$ cat config.mk
export PLATFORM = sky130hd
export DESIGN_NAME = pid_dom_antiwindup_core
export DESIGN_NICKNAME = d
export VERILOG_FILES = /design/src/pid_dom_pkg.sv /design/src/pid_dom_cfg.sv /design/src/pid_dom_prod.sv /design/src/pid_dom_acc.sv /design/src/pid_dom_antiwindup_core.sv
export SDC_FILE = /design/constraint.sdc
export NUM_CORES = 2
export LEC_CHECK = 0
export BUFFER_PORTS_ARGS = -buffer_cell sky130_fd_sc_hd__buf_2
export CORE_MARGIN = 2
export CORE_UTILIZATION = 61
export CTS_CLUSTER_SIZE = 20
export DETAILED_ROUTE_END_ITERATION = 8
export GPL_ROUTABILITY_DRIVEN = 0
export PLACE_DENSITY = 0.8
export SLEW_MARGIN = 25
export SYNTH_ARGS = -nofsm -noshare
export SYNTH_HDL_FRONTEND = slang
export SYNTH_SLANG_ARGS = --single-unit
$ cat constraint.sdc
create_clock -name aclk -period 10.8 [get_ports aclk]
set_input_delay 0 -clock aclk [delete_from_list [all_inputs] [get_ports aclk]]
set_output_delay 0 -clock aclk [all_outputs]
set_load 0.05 [all_outputs]
$ cat src/pid_dom_pkg.sv
// Shared types, widths and helpers of the PID controller core.
// No dependencies; every other RTL file imports this package.
package pid_dom_pkg;

    localparam int ValW  = 16;           // measurement, gains, limits, drive
    localparam int ErrW  = ValW + 1;     // difference of two values
    localparam int ProdW = ValW + ErrW;  // gain times difference
    localparam int AccW  = 40;           // saturating integral
    localparam int SumW  = AccW + 4;     // headroom for sums and corrections
    localparam int FracW = 8;            // fraction bits of gains and sums
    localparam int IdxW  = 3;

    localparam logic [IdxW-1:0] REG_PROP_GAIN     = 3'd0;
    localparam logic [IdxW-1:0] REG_INTEGRAL_GAIN = 3'd1;
    localparam logic [IdxW-1:0] REG_DERIV_GAIN    = 3'd2;
    localparam logic [IdxW-1:0] REG_TARGET        = 3'd3;
    localparam logic [IdxW-1:0] REG_DRIVE_LOW     = 3'd4;
    localparam logic [IdxW-1:0] REG_DRIVE_HIGH    = 3'd5;

    typedef enum logic [1:0] {
        CLAMP_NONE = 2'd0,
        CLAMP_HIGH = 2'd1,
        CLAMP_LOW  = 2'd2
    } clamp_t;

    typedef struct packed {
        logic signed [ValW-1:0] prop_gain;
        logic signed [ValW-1:0] integral_gain;
        logic signed [ValW-1:0] deriv_gain;
        logic signed [ValW-1:0] target;
        logic signed [ValW-1:0] drive_low;
        logic signed [ValW-1:0] drive_high;
    } cfg_t;

    // Products handed from the multiply stage to the accumulate stage.
    typedef struct packed {
        logic                    valid;
        logic signed [ProdW-1:0] p_term;
        logic signed [ProdW-1:0] i_term;
        logic signed [ProdW-1:0] d_term;
    } prod_t;

    function automatic logic signed [AccW-1:0] sat_acc(input logic signed [SumW-1:0] v);
        logic signed [SumW-1:0] acc_max;
        logic signed [SumW-1:0] acc_min;
        acc_max = SumW'({1'b0, {(AccW-1){1'b1}}});
        acc_min = -acc_max - SumW'(1);
        if (v > acc_max) begin
            sat_acc = acc_max[AccW-1:0];
        end else if (v < acc_min) begin
            sat_acc = acc_min[AccW-1:0];
        end else begin
            sat_acc = v[AccW-1:0];
        end
    endfunction

endpackage

$ cat src/pid_dom_cfg.sv
// Configuration register file of the PID controller core.
// Depends on pid_dom_pkg.
module pid_dom_cfg (
    input  logic                       aclk,
    input  logic                       aresetn,
    input  logic                       cfg_valid,
    output logic                       cfg_ready,
    input  logic [pid_dom_pkg::IdxW-1:0] cfg_index,
    input  logic [pid_dom_pkg::ValW-1:0] cfg_data,
    output pid_dom_pkg::cfg_t          cfg
);
    import pid_dom_pkg::*;

    cfg_t cfg_reg;
    cfg_t cfg_next;

    assign cfg_ready = 1'b1;
    assign cfg       = cfg_reg;

    always_comb begin
        cfg_next = cfg_reg;
        if (cfg_valid) begin
            unique case (cfg_index)
                REG_PROP_GAIN:     cfg_next.prop_gain     = cfg_data;
                REG_INTEGRAL_GAIN: cfg_next.integral_gain = cfg_data;
                REG_DERIV_GAIN:    cfg_next.deriv_gain    = cfg_data;
                REG_TARGET:        cfg_next.target        = cfg_data;
                REG_DRIVE_LOW:     cfg_next.drive_low     = cfg_data;
                REG_DRIVE_HIGH:    cfg_next.drive_high    = cfg_data;
                default:           cfg_next = cfg_reg;
            endcase
        end
    end

    always_ff @(posedge aclk) begin
        if (!aresetn) begin
            cfg_reg.prop_gain     <= ValW'(256);
            cfg_reg.integral_gain <= '0;
            cfg_reg.deriv_gain    <= '0;
            cfg_reg.target        <= '0;
            cfg_reg.drive_low     <= {1'b1, {(ValW-1){1'b0}}};
            cfg_reg.drive_high    <= {1'b0, {(ValW-1){1'b1}}};
        end else begin
            cfg_reg <= cfg_next;
        end
    end

endmodule

$ cat src/pid_dom_prod.sv
// Input stage of the PID controller core: error, measurement step and the
// three gain products, registered. Depends on pid_dom_pkg.
module pid_dom_prod (
    input  logic                         aclk,
    input  logic                         aresetn,
    input  pid_dom_pkg::cfg_t            cfg,
    input  logic                         in_take,
    input  logic                         advance,
    input  logic [pid_dom_pkg::ValW-1:0] meas,
    output pid_dom_pkg::prod_t           prod
);
    import pid_dom_pkg::*;

    logic signed [ValW-1:0]  last_meas_reg;
    logic signed [ValW-1:0]  last_meas_next;
    prod_t                   prod_reg;
    prod_t                   prod_next;
    logic signed [ErrW-1:0]  err;
    logic signed [ErrW-1:0]  step;

    assign err  = ErrW'(cfg.target) - ErrW'($signed(meas));
    assign step = ErrW'($signed(meas)) - ErrW'(last_meas_reg);

    always_comb begin
        prod_next      = prod_reg;
        last_meas_next = last_meas_reg;
        if (advance) begin
            prod_next.valid = in_take;
        end
        if (in_take) begin
            prod_next.p_term = ProdW'(cfg.prop_gain) * ProdW'(err);
            prod_next.i_term = ProdW'(cfg.integral_gain) * ProdW'(err);
            prod_next.d_term = ProdW'(cfg.deriv_gain) * ProdW'(step);
            last_meas_next   = $signed(meas);
        end
    end

    always_ff @(posedge aclk) begin
        if (!aresetn) begin
            prod_reg.valid <= 1'b0;
            last_meas_reg  <= '0;
        end else begin
            prod_reg.valid <= prod_next.valid;
            last_meas_reg  <= last_meas_next;
        end
        prod_reg.p_term <= prod_next.p_term;
        prod_reg.i_term <= prod_next.i_term;
        prod_reg.d_term <= prod_next.d_term;
    end

    assign prod = prod_reg;

endmodule

$ cat src/pid_dom_acc.sv
// Accumulate stage of the PID controller core: integral update, clamp,
// anti-windup correction and the result register. Depends on pid_dom_pkg.
module pid_dom_acc (
    input  logic                         aclk,
    input  logic                         aresetn,
    input  pid_dom_pkg::cfg_t            cfg,
    input  pid_dom_pkg::prod_t           prod,
    output logic                         advance,
    output logic                         m_tvalid,
    input  logic                         m_tready,
    output logic [pid_dom_pkg::ValW-1:0] drive,
    output pid_dom_pkg::clamp_t          clamp_state
);
    import pid_dom_pkg::*;

    logic signed [AccW-1:0] integral_acc_reg;
    logic signed [AccW-1:0] integral_acc_next;
    logic                   first_pending_reg;
    logic                   first_pending_next;
    logic                   m_valid_reg;
    logic                   m_valid_next;
    logic [ValW-1:0]        drive_reg;
    logic [ValW-1:0]        drive_next;
    clamp_t                 clamp_reg;
    clamp_t                 clamp_next;

    logic                   work;
    logic signed [AccW-1:0] acc_upd;
    logic signed [SumW-1:0] sum;
    logic signed [SumW-1:0] hi;
    logic signed [SumW-1:0] lo;
    logic signed [SumW-1:0] clamped;
    logic signed [AccW-1:0] acc_fixed;

    // The output register moves whenever it is empty or being emptied.
    assign advance = !m_valid_reg || m_tready;
    assign work    = advance && prod.valid;

    assign hi = SumW'(cfg.drive_high) <<< FracW;
    assign lo = SumW'(cfg.drive_low) <<< FracW;

    always_comb begin
        // The first sample after reset starts from a zero integral and a zero sum.
        if (first_pending_reg) begin
            acc_upd = '0;
            sum     = '0;
        end else begin
            acc_upd = sat_acc(SumW'(integral_acc_reg) + SumW'(prod.i_term));
            sum     = SumW'(prod.p_term) + SumW'(acc_upd) - SumW'(prod.d_term);
        end
        // High limit is tested first; with inverted limits, sums above it clamp high, all others low.
        if (sum > hi) begin
            acc_fixed  = sat_acc(SumW'(acc_upd) - (sum - hi));
            clamped    = hi;
            clamp_next = CLAMP_HIGH;
        end else if (sum < lo) begin
            acc_fixed  = sat_acc(SumW'(acc_upd) + (lo - sum));
            clamped    = lo;
            clamp_next = CLAMP_LOW;
        end else begin
            acc_fixed  = acc_upd;
            clamped    = sum;
            clamp_next = CLAMP_NONE;
        end
        drive_next = clamped[FracW +: ValW];
    end

    always_comb begin
        integral_acc_next  = integral_acc_reg;
        first_pending_next = first_pending_reg;
        m_valid_next       = m_valid_reg;
        if (advance) begin
            m_valid_next = prod.valid;
        end
        if (work) begin
            integral_acc_next  = acc_fixed;
            first_pending_next = 1'b0;
        end
    end

    always_ff @(posedge aclk) begin
        if (!aresetn) begin
            integral_acc_reg  <= '0;
            first_pending_reg <= 1'b1;
            m_valid_reg       <= 1'b0;
        end else begin
            integral_acc_reg  <= integral_acc_next;
            first_pending_reg <= first_pending_next;
            m_valid_reg       <= m_valid_next;
        end
        if (work) begin
            drive_reg <= drive_next;
            clamp_reg <= clamp_next;
        end
    end

    assign m_tvalid    = m_valid_reg;
    assign drive       = drive_reg;
    assign clamp_state = clamp_reg;

endmodule

$ cat src/pid_dom_antiwindup_core.sv
// PID controller core with derivative on measurement and integral anti-windup.
// Depends on pid_dom_pkg, pid_dom_cfg, pid_dom_prod and pid_dom_acc.
//
// Usage:
// The s_ channel takes one signed 16-bit measurement per sample in s_tdata.
// The m_ channel returns one result per measurement: the clamped drive value
// in m_tdata and the clamp state in m_tuser (none, high or low).
// The cfg_ channel writes the six control registers by index (gains, target,
// output limits). It is always ready, and it should be written only while no
// sample is in flight.
// An input transfer is registered first in the multiply stage (three 16 by 17
// bit products) and then in the accumulate stage (integral update, clamp and
// anti-windup), whose result register drives m_tvalid.
// Throughput is one sample per cycle unless the receiver stalls; the integral loop
// closes within the accumulate stage, so back-to-back samples are handled without bubbles.
// Synchronous reset, active low, restores the register defaults, clears the
// integral and the pipeline, and arms the first-sample rule: the first sample
// after reset outputs the clamped zero sum, records its measurement and takes the clamp correction as its integral.
// When the receiver stalls, the result is held and s_tready drops at once,
// so the whole pipeline freezes with no sample lost or repeated.
module pid_dom_antiwindup_core (
    input  logic                           aclk,
    input  logic                           aresetn,
    // Measurement input.
    input  logic                           s_tvalid,
    output logic                           s_tready,
    input  logic [pid_dom_pkg::ValW-1:0]   s_tdata,   // [15:0] measurement
    // Result output.
    output logic                           m_tvalid,
    input  logic                           m_tready,
    output logic [pid_dom_pkg::ValW-1:0]   m_tdata,   // [15:0] drive
    output logic [1:0]                     m_tuser,   // [1:0] clamp_state
    // Configuration writes.
    input  logic                           cfg_valid,
    output logic                           cfg_ready,
    input  logic [pid_dom_pkg::IdxW-1:0]   cfg_index,
    input  logic [pid_dom_pkg::ValW-1:0]   cfg_data
);
    import pid_dom_pkg::*;

    cfg_t   cfg;
    prod_t  prod;
    clamp_t clamp_state;
    logic   advance;
    logic   in_take;

    // The input stage moves together with the output register.
    assign s_tready = advance;
    assign in_take  = s_tvalid && advance;

    pid_dom_cfg u_cfg (
        .aclk      (aclk),
        .aresetn   (aresetn),
        .cfg_valid (cfg_valid),
        .cfg_ready (cfg_ready),
        .cfg_index (cfg_index),
        .cfg_data  (cfg_data),
        .cfg       (cfg)
    );

    pid_dom_prod u_prod (
        .aclk    (aclk),
        .aresetn (aresetn),
        .cfg     (cfg),
        .in_take (in_take),
        .advance (advance),
        .meas    (s_tdata),
        .prod    (prod)
    );

    pid_dom_acc u_acc (
        .aclk        (aclk),
        .aresetn     (aresetn),
        .cfg         (cfg),
        .prod        (prod),
        .advance     (advance),
        .m_tvalid    (m_tvalid),
        .m_tready    (m_tready),
        .drive       (m_tdata),
        .clamp_state (clamp_state)
    );

    assign m_tuser = clamp_state;

endmodule

# Word-level counts from Yosys, hierarchy flattened
# Cells that the tools add are included.
# classes
addsub	9
n_mul	3
magnitude_cmp	8
eq_ne	5
mux	14
reduce_logical	11
# ops
cell	count
two-way mux 40 bit	10
> comparator 44 x 40 -> 1 bit (second input constant)	3
< comparator 44 x 40 -> 1 bit (second input constant)	3
multiplier 16 x 17 -> 33 bit	3
two-way mux 24 bit	2
adder 40 x 44 -> 44 bit	1
> comparator 44 x 24 -> 1 bit	1
< comparator 44 x 24 -> 1 bit	1
two-way mux 44 bit	1
subtractor 24 x 44 -> 44 bit	1
subtractor 40 x 44 -> 44 bit	1
subtractor 44 x 24 -> 44 bit	1
subtractor 41 x 33 -> 42 bit	1
adder 33 x 40 -> 41 bit	1
adder 40 x 33 -> 41 bit	1
subtractor 16 x 16 -> 17 bit	2
AND reduction 2 bit	6
== test 3 x 2 -> 1 bit (second input constant)	2
== test 3 bit (second input constant)	2
== test 3 x 1 -> 1 bit (second input constant)	1
logical NOT 3 bit	1
logical AND 1 bit	2
two-way mux 2 bit	1
logical NOT 1 bit	1
logical OR 1 bit	1
# totals
regBits	272
inputBits	40
out_inout_bits	21

# Longest topological paths before layout
# logic_depth
depth_word	15
ltp_mapped	47

# By module
# A second synthesis with hierarchy kept.
# unflattened
hier_cells	6549
hier_area_um2	57656.5
# modules_own_cells
mod	instances	cells_each	area_per_inst_um2	seq_area_each_um2
pid_dom_prod	1	3869	36389.9	3313.2
pid_dom_acc	1	2325	17599.4	1381.3
pid_dom_cfg	1	354	3661.0	1921.8
pid_dom_antiwindup_core	1	1	6.3	0.0

# Worst setup path before layout
# OpenSTA, ideal clock, no wires.
# synth_path
kind	register -> register
startpoint	register u_prod.prod_reg, in the netlist u_prod.prod[33]
endpoint	register u_acc.integral_acc_reg[4]
setup_time_ns	0.117
arrival_ns	10.315
t_required_ns	10.683
setup_slack_ns	0.367
path_stages_with_launch	46
path_buffers	3
cell_sequence	edfxtp_1 ha_1 fa_1 a211oi_1 o211ai_1 nand4_1 and2_1 a31oi_1 a41oi_1 a21oi_2 inv_2 nor3_2 clkbuf_1 buf_2 o21ai_0 fa_1 inv_1 fa_1 [10 not listed] a41oi_1 mux2_2 fa_1 inv_1 ha_1 a21o_1 a21o_1 a21o_1 a221o_1 and2_1 or3b_2 a211o_2 a21boi_1 a41oi_2 buf_2 a21oi_1 nor2_1 a32o_1
# synth_via
elab_chain_len	15
elab_cells_between_ends	26
cone_classes	add/sub: 7; order compare: 8; mux: 11
# synth_lines
item	line_no	rtl
start: declaration	pid_dom_prod.sv:16	prod_t prod_reg;
adder 40 x 33 -> 41 bit *	pid_dom_acc.sv:48	acc_upd = sat_acc(SumW'(integral_acc_reg) + SumW'(prod.i_term));
< comparator 44 x 40 -> 1 bit	pid_dom_pkg.sv:50	end else if (v < acc_min) begin
two-way mux 40 bit	pid_dom_pkg.sv:50	
two-way mux 40 bit *	pid_dom_pkg.sv:48	if (v > acc_max) begin
two-way mux 40 bit *	pid_dom_acc.sv:44	if (first_pending_reg) begin
adder 33 x 40 -> 41 bit	pid_dom_acc.sv:49	sum = SumW'(prod.p_term) + SumW'(acc_upd) - SumW'(prod.d_term);
subtractor 41 x 33 -> 42 bit	pid_dom_acc.sv:49	
two-way mux 44 bit	pid_dom_acc.sv:44	
subtractor 24 x 44 -> 44 bit	pid_dom_acc.sv:57	acc_fixed = sat_acc(SumW'(acc_upd) + (lo - sum));
adder 40 x 44 -> 44 bit	pid_dom_acc.sv:57	
< comparator 44 x 40 -> 1 bit	pid_dom_pkg.sv:50	
two-way mux 40 bit	pid_dom_pkg.sv:50	
two-way mux 40 bit	pid_dom_pkg.sv:48	
two-way mux 40 bit	pid_dom_acc.sv:56	end else if (sum < lo) begin
two-way mux 40 bit *	pid_dom_acc.sv:52	if (sum > hi) begin
end signal: assignment	pid_dom_acc.sv:87	integral_acc_reg <= integral_acc_next;
end: declaration	pid_dom_acc.sv:16	logic signed [AccW-1:0] integral_acc_reg;
# Mark *: on every way between the ends. The rest lies on a longest branch, timed or not. The select of a mux whose other input is x is not followed.
# A chain may end at the register's enable or synchronous reset.

# Worst setup path after layout
# layout_path
startpoint	register u_prod.prod_reg, in the netlist u_prod.prod[36]
endpoint	register u_acc.integral_acc_reg[37]
# The elaborated chain is that of the path after synthesis.

==> qor.txt <==
status = complete, no violations
Worst Hold Class = input port to register
drt drc = 0
warnings from Yosys = 0
Hold Violations, Final = 0
Peak Freq = 94.92 MHz
share of layout cells above drive strength 1 = 7.156%
Max Cap Viol = 0
clk_skew = 0.03510 ns
root buffer cell = clkbuf_16
Post-Syn Nets = 7809
# IOs = 61
Syn Std Cell Area = 0.05577 mm²
Row Count = 110
Pint = 7.161 mW
remaining antenna violation count = 0
Yosys reg bits = 272
WL/cell = 22.35 µm
reg2reg start = u_prod.prod[36]$_DFFE_PP_
CTS tree = built
Port Buffer Count = 59
Crit path top cell by count = buf_4
dpl cells = 7461
Arr. time, crit path = 11.03 ns
CP max FO = 18
Worst IR Drop VDD = 375.3 µV
Net Sw Frac = 56.37%
final setup violating endpoints = 0
fin cells = 7592
P&R area growth vs syn = 8.019%
TNS Setup = 0 ns
H-tree depth = 2
Final Slew Violations = 0
number of global-route vias before repair = 48790
core area = 0.09029 mm²
fraction of registers with async set/reset = 0%
Flop pwr share = 8.9%
Worst-path clk slew = 0.07 ns
max FFs per register = 100
actual slew at the worst max-slew pin = 1.073 ns
Critical Path RT = 11.29 ns
Detailed Routing Iterations Pass 1 = 8
via count = 46720
Crit. Startpoint = u_prod.prod[36]$_DFFE_PP_
Cells after Synth = 6308
initial antenna violation count = 2
Clk Latency, worst-skew pair = 0.60 ns
Hold Crit Start = m_tready
CP endpoint kind = register
CTS buffer count = 34
Post-synth EDFFs = 117
Leak Pwr = 27.35 nW
GRT Overall Usage = 36.64%
Max stage delay on crit path = 0.55 ns
crit path launch type = register
CTS Sinks = 272
CP max-delay cell = fa_1
most used flip-flop cell after synthesis = dfxtp_1
Max Root-Sink Buffers = 3
pwr dens = 272.5 mW/mm²
Clock power frac = 7.8%
register area share after synthesis = 11.86%
Detailed Route WL = 169700 µm
drt first-iter violations = 4735
DIE WIDTH = 306.4 µm
GR Overflow Total = 0
DIE HEIGHT = 306.4 µm
critical path type = register to register
Period minus WS final = 10.54 ns
Avg Cell Area, Syn = 8.841 µm²
Starting Density = 61.77%
die area = 0.09385 mm²
fin nets = 7890
largest net degree at the start of global routing = 97
Final HPWL DP = 133800 µm
DR vias/cell = 6.153
Yosys cell types = 99
first-pass GRT wire length = 266500 µm
Logic pwr share = 83.3%
Tcrit/Tclk final = 97.55%
Rel. slew slack = 28.09%
Switch Pwr = 9.254 mW
synthesized netlist by cell type, drive strengths merged (109+ instances only):
cell | count | share of area [%]
dfxtp | 155 | 5.6
a21o | 169 | 2.3
and2 | 295 | 3.3
ha | 520 | 12
o21ai | 196 | 1.8
xnor2 | 173 | 2.7
fa | 941 | 34
nor2 | 199 | 1.3
a21oi | 290 | 2.7
edfxtp | 117 | 6.3
a21boi | 109 | 1.5
inv | 1121 | 7.5
nand2 | 832 | 5.6
clkbuf | 244 | 1.6
critical path, delay by kind of cell, from the launching register on:
family                   cells  cell delay, ns
AO/OA/AOI/OAI               23            4.78
adder cells (fa/ha/maj)      5            1.94
buffers and inverters       10            1.52
AND/OR/NAND/NOR              5            1.04
flip-flops                   1            0.42
XOR/XNOR                     2            0.38
multiplexers                 1            0.34
layout make-up:
type / instances / area, µm²
inverters: 1122 / 4215
fillers: 6921 / 30050
repair buffers: 306 / 2377
multi-input cells: 4653 / 44350
clock inverters: 17 / 216.5
well taps: 1176 / 1471
diodes: 2 / 5.005
flip-flops and latches: 272 / 6618
clock buffers: 44 / 983.4
cells in the final DEF, fill, tap and decap left out, types with 32 or more instances in the layout:
master	n
inv_1	1116
fa_1	940
nand2_1	830
ha_1	513
and2_1	294
a21oi_1	269
nor2_1	188
buf_4	185
o21ai_0	181
a21o_1	167
xnor2_1	163
dfxtp_1	154
edfxtp_1	117
a21boi_0	106
nand3_1	87
nor2b_1	86
xor2_1	82
nand2b_1	77
nor3_1	58
buf_2	58
dlygate4sd3_1	55
and3_1	49
o211ai_1	40
clkbuf_16	39
o21a_1	38
a211oi_1	35
nand4_1	32
stage by stage:
stage	cell area [µm²]	setup slack (ns)	hold WS, ns	power, mW	util, %
2_1_floorplan	55770	0.3675	0.1240	9.930	-
3_3_place_gp	58040	0.05644	0.2952	13.76	64.28
3_5_place_dp	58040	-0.1108	0.3033	13.97	64.29
4_1_cts	59840	0.03578	0.2543	15.43	66.27
5_1_grt	60230	-0.1882	0.3364	17.24	66.71
6_report	60240	0.2643	0.3185	16.42	66.72
metal layers:
metal,vias up,global-route usage [%],routed length (µm)
li1,20350,-,-
met1,22690,45.20,61170
met2,2862,57.30,74560
met3,811,9.829,21100
met4,4,23.05,12840
met5,-,0,26
power by group through the flow:
stage | Combinational [mW] | Clock, mW | Sequential (mW)
after floorplan | 8.41 | 0 | 1.52
after global placement | 12.3 | 0 | 1.47
after detailed placement | 12.5 | 0 | 1.47
after CTS | 12.7 | 1.28 | 1.45
after global routing | 14.5 | 1.31 | 1.46
final | 13.7 | 1.28 | 1.46
repair_timing:
item / in CTS / in global routing
buffers inserted: 0 / 11
gates resized for setup: 7 / 64
cloned: 1 / 1
hold buffers: 55 / 0
pin swaps: 1 / 19
setup endpoints to repair: 26 / 59
endpoints found under the hold margin: 116 / 0
worst paths after layout:
| kind | to | slack [ns] | cells past startpoint |
|---|---|---|---|
| max | u_acc.integral_acc_reg[37]$_SDFFE_PN0P_ | 0.26 | 46 |
| min | u_acc.m_tvalid$_SDFFE_PN0N_ | 0.32 | 4 |
| max reg2reg | u_acc.integral_acc_reg[37]$_SDFFE_PN0P_ | 0.26 | 46 |
| min reg2reg | u_cfg.cfg[40]$_SDFFE_PN0P_ | 0.47 | 2 |
cell families (layout without fill, tap and decap cells):
kind of cell / after synthesis / after routing / synth area share, %
other: 1 / 3 / 0.006725
xor gates and xnor gates: 259 / 259 / 4.068
adders and majority gates: 1476 / 1476 / 45.72
DFF: 272 / 272 / 11.86
AOI/OAI and AO/OA: 1100 / 1101 / 13.27
and+or+nand+nor: 1800 / 1800 / 15.39
buffers and inverters: 1384 / 1489 / 9.376
muxes: 16 / 16 / 0.3006
No activity file was read; power rests on OpenSTA's default activity.
